### src/rtl/fca_ram.sv
// Generic single-port synchronous RAM with registered read.
`timescale 1ns / 1ps
module fca_ram #(
  parameter int Width = 8,
  parameter int Depth = 16
) (
  input  logic                     clk,
  input  logic                     we,
  input  logic [$clog2(Depth)-1:0] addr,
  input  logic [Width-1:0]         wdata,
  output logic [Width-1:0]         rdata
);
  logic [Width-1:0] mem [Depth];
  always_ff @(posedge clk) begin
    if (we) begin
      mem[addr] <= wdata;
    end
    rdata <= mem[addr];
  end
endmodule

### config.mk
export PLATFORM = sky130hd
export DESIGN_NAME = fca_ram
export DESIGN_NICKNAME = d
export VERILOG_FILES = /design/src/rtl/fca_ram.sv
export SDC_FILE = /design/constraint.sdc
export NUM_CORES = 1
export LEC_CHECK = 0
export BUFFER_PORTS_ARGS = -buffer_cell sky130_fd_sc_hd__buf_2
export CAP_MARGIN = 20
export CORE_UTILIZATION = 25
export CTS_BUF_LIST = sky130_fd_sc_hd__clkbuf_4 sky130_fd_sc_hd__clkbuf_8 sky130_fd_sc_hd__clkbuf_16
export CTS_CLUSTER_SIZE = 12
export DETAILED_ROUTE_END_ITERATION = 10
export GPL_TIMING_DRIVEN = 1
export PLACE_DENSITY = 0.39
export SLEW_MARGIN = 15
export SYNTH_ARGS = -nofsm -noshare
export SYNTH_HDL_FRONTEND = slang
export SYNTH_SLANG_ARGS = --single-unit
### constraint.sdc
create_clock -name clk -period 2.6 [get_ports clk]
set_clock_uncertainty 0.1 [all_clocks]
set_input_delay 0.39 -clock clk [delete_from_list [all_inputs] [get_ports clk]]
set_output_delay 0.39 -clock clk [all_outputs]
set_load 0.02 [all_outputs]
==> flow_summary.ini <==
[detailed_routing]
wl_per_cell_um = 19.7
postRouteAntennaNets = 0
num_vias = 2422
wl_um = 11200
vias_per_cell = 4.26
drt_iter0_drc = 176
drc = 0
drt_first_pass_iters = 4

[cts]
holdBufCountCts = 0
cts_buffers = 17
cts_tree = done
cts_setup_buffers = 0
path_clk_slew_ns = 0.05
insertion_delay_ns = 0.42
cts-resized-gates = 0
cts_root_buffer = clkbuf_16
cts_buffer_depth = 2
htreeDepth = 4
cts_sinks = 136

[synthesis]
syn-num-nets = 244
ys_types = 18
synth-main-ff-cell = edfxtp_1
syn_area_um2 = 5070
async_flop_share_pct = 0
yosysWarnings = 0
synthCells = 230
synth_seq_cells = 136
ys_seq_area_share_pct = 79.0
synth_edf_count = 128
avgSynthCellArea_um2 = 22.0

[die]
rows = 51
core_um2 = 19700
die_x_um = 144
start_util_pct = 25.8
die_h_um = 144
io_pins = 22
die-area_um2 = 20800

[global_routing]
track_usage_pct = 11.9
overflow = 0
grt_max_degree = 21
antenna_found_initial = 0
grt_pass1_wl_um = 16900
grt_pass1_vias = 2637

[hold_path]
hp-class = input pin to register
hold_start = wdata[3]

[timing]
fmax_mhz = 567
hold_violations = 0
slew_violations = 0
fin_setup_tns_ns = 0
layout_min_cycle_time_ns = 1.76
period_share_pct = 67.8
worst_slew_pin_slew_ns = 0.729
max_slew_margin_pct = 51.2
setup_viol = 0
rsz0062_at_grt = false

[cells_and_area]
num-nets-final = 305
drive_gt1_share_pct = 37.8
instances_no_fill = 569
synthToLayoutAreaGrowth_pct = 23.7
diodes = 0
nFillCells = 1942

[status]
status = complete, no violations

[worst_setup_path]
critical_path_arrival_ns = 1.94
max_stage_delay_ns = 0.53
critical_path_required_ns = 2.78
reg2reg_from = mem[3][6]
cp-end-kind = register
cp_max_fo = 20
crit_chain = buf_2 -> buf_12 -> mux4_2 -> a22oi_1 -> nand2_1
crit_start = addr[0]
path_buf_inv = 2
cp_slowest_cell = mux4_2
crit_type = input pin to register
cp-start-kind = input pin
critical-path-top-delay-family = buffers and inverters

[job]
cap_violations = 0

[pwr]
powerDensity_nw_per_um2 = 797
power_leakage_nw = 2.08
max-vdd-ir-drop_mv = 0.366

[place]
placed_cells = 537
io_buffer_count = 21
hpwl_um = 7500
place_congestion = 0.728
cell families (layout without fill, tap and decap cells):
family | after synthesis | in the layout | synth area share [%]
and+or+nand+nor | 35 | 35 | 3.21
muxes | 32 | 32 | 14.2
AOI/OAI and AO/OA | 16 | 16 | 2.37
buffers and inverters | 11 | 85 | 1.19
DFF | 136 | 136 | 79.0
cell type report:
| cell class | count | area (um^2) | share of cell area (%) |
|---|---|---|---|
| flip-flops and latches | 136 | 4000 | 63.9 |
| multi-input cells | 83 | 1000 | 16.0 |
| repair buffers | 53 | 370 | 5.91 |
| well taps | 265 | 332 | 5.29 |
| clock buffers | 20 | 448 | 7.15 |
| clock inverters | 12 | 109 | 1.74 |
layer usage:
metal  wire (um)  part of all wire, %  track usage [%]
met3         414                  3.7             3.94
met2        5480                   49             18.3
met4          92                 0.82             4.10
met1        5200                   46             15.7
met5           0                    0                0
Yosys cell counts, types with 2 or more instances:
master,instances,area (um^2)
nand2_1,9,33.8
buf_2,2,10.0
edfxtp_1,128,3840
nor3_1,4,20.0
mux4_2,32,721
nor2b_1,2,12.5
dfxtp_1,8,160
buf_6,2,22.5
nand2b_1,2,12.5
nor2_1,13,48.8
nand3b_1,2,15.0
clkbuf_1,2,7.51
a22oi_1,16,120
buf_1,4,15.0
report_power, final:
part | leakage, nW | switching (mW) | internal [mW]
logic | 0.573 | 0.153 | 0.104
clock network | 0.280 | 0.848 | 1.42
registers | 1.22 | 0.0163 | 2.45
sequential cells by signal, indices dropped and copies added, names as in the netlist:
register / cells
mem: 128
rdata: 8
worst paths after layout:
check	end	slack, ns	depth (start not counted)
setup / recovery	rdata[6]	0.84	5
hold / removal	mem[2][3]	0.27	1
setup reg to reg	rdata[6]	1.09	3
hold reg to reg	rdata[1]	0.58	3
placed cells by master (no fill, tap or decap), drive strengths merged:
cell type | synthesis | final
bufinv | 0 | 2
nand2 | 9 | 9
nand2b | 2 | 2
dfxtp | 8 | 8
nor2b | 2 | 2
or3b | 1 | 1
clkinv | 0 | 9
edfxtp | 128 | 128
mux4 | 32 | 32
nand3b | 2 | 2
nand3 | 1 | 1
a22oi | 16 | 16
buf | 8 | 53
nor2 | 13 | 13
and2 | 1 | 1
nor3 | 4 | 4
clkinvlp | 0 | 1
clkbuf | 3 | 20
metrics by stage:
| step | instance area (um^2) | hold slack, ns | power (mW) | util (%) | setup slack, ns |
|---|---|---|---|---|---|
| CTS | 6270 | 0.260 | 5.04 | 31.9 | 0.781 |
| detailed placement | 5710 | 0.573 | 2.78 | 29.0 | 0.333 |
| floorplan | 5070 | 0.389 | 2.65 | - | 0.617 |
| global route | 6270 | 0.262 | 5.18 | 31.9 | 0.732 |
| finish | 6270 | 0.267 | 4.99 | 31.9 | 0.837 |
| global placement | 5710 | 0.568 | 2.78 | 29.0 | 0.348 |
Power figures use the tool's default switching activity.
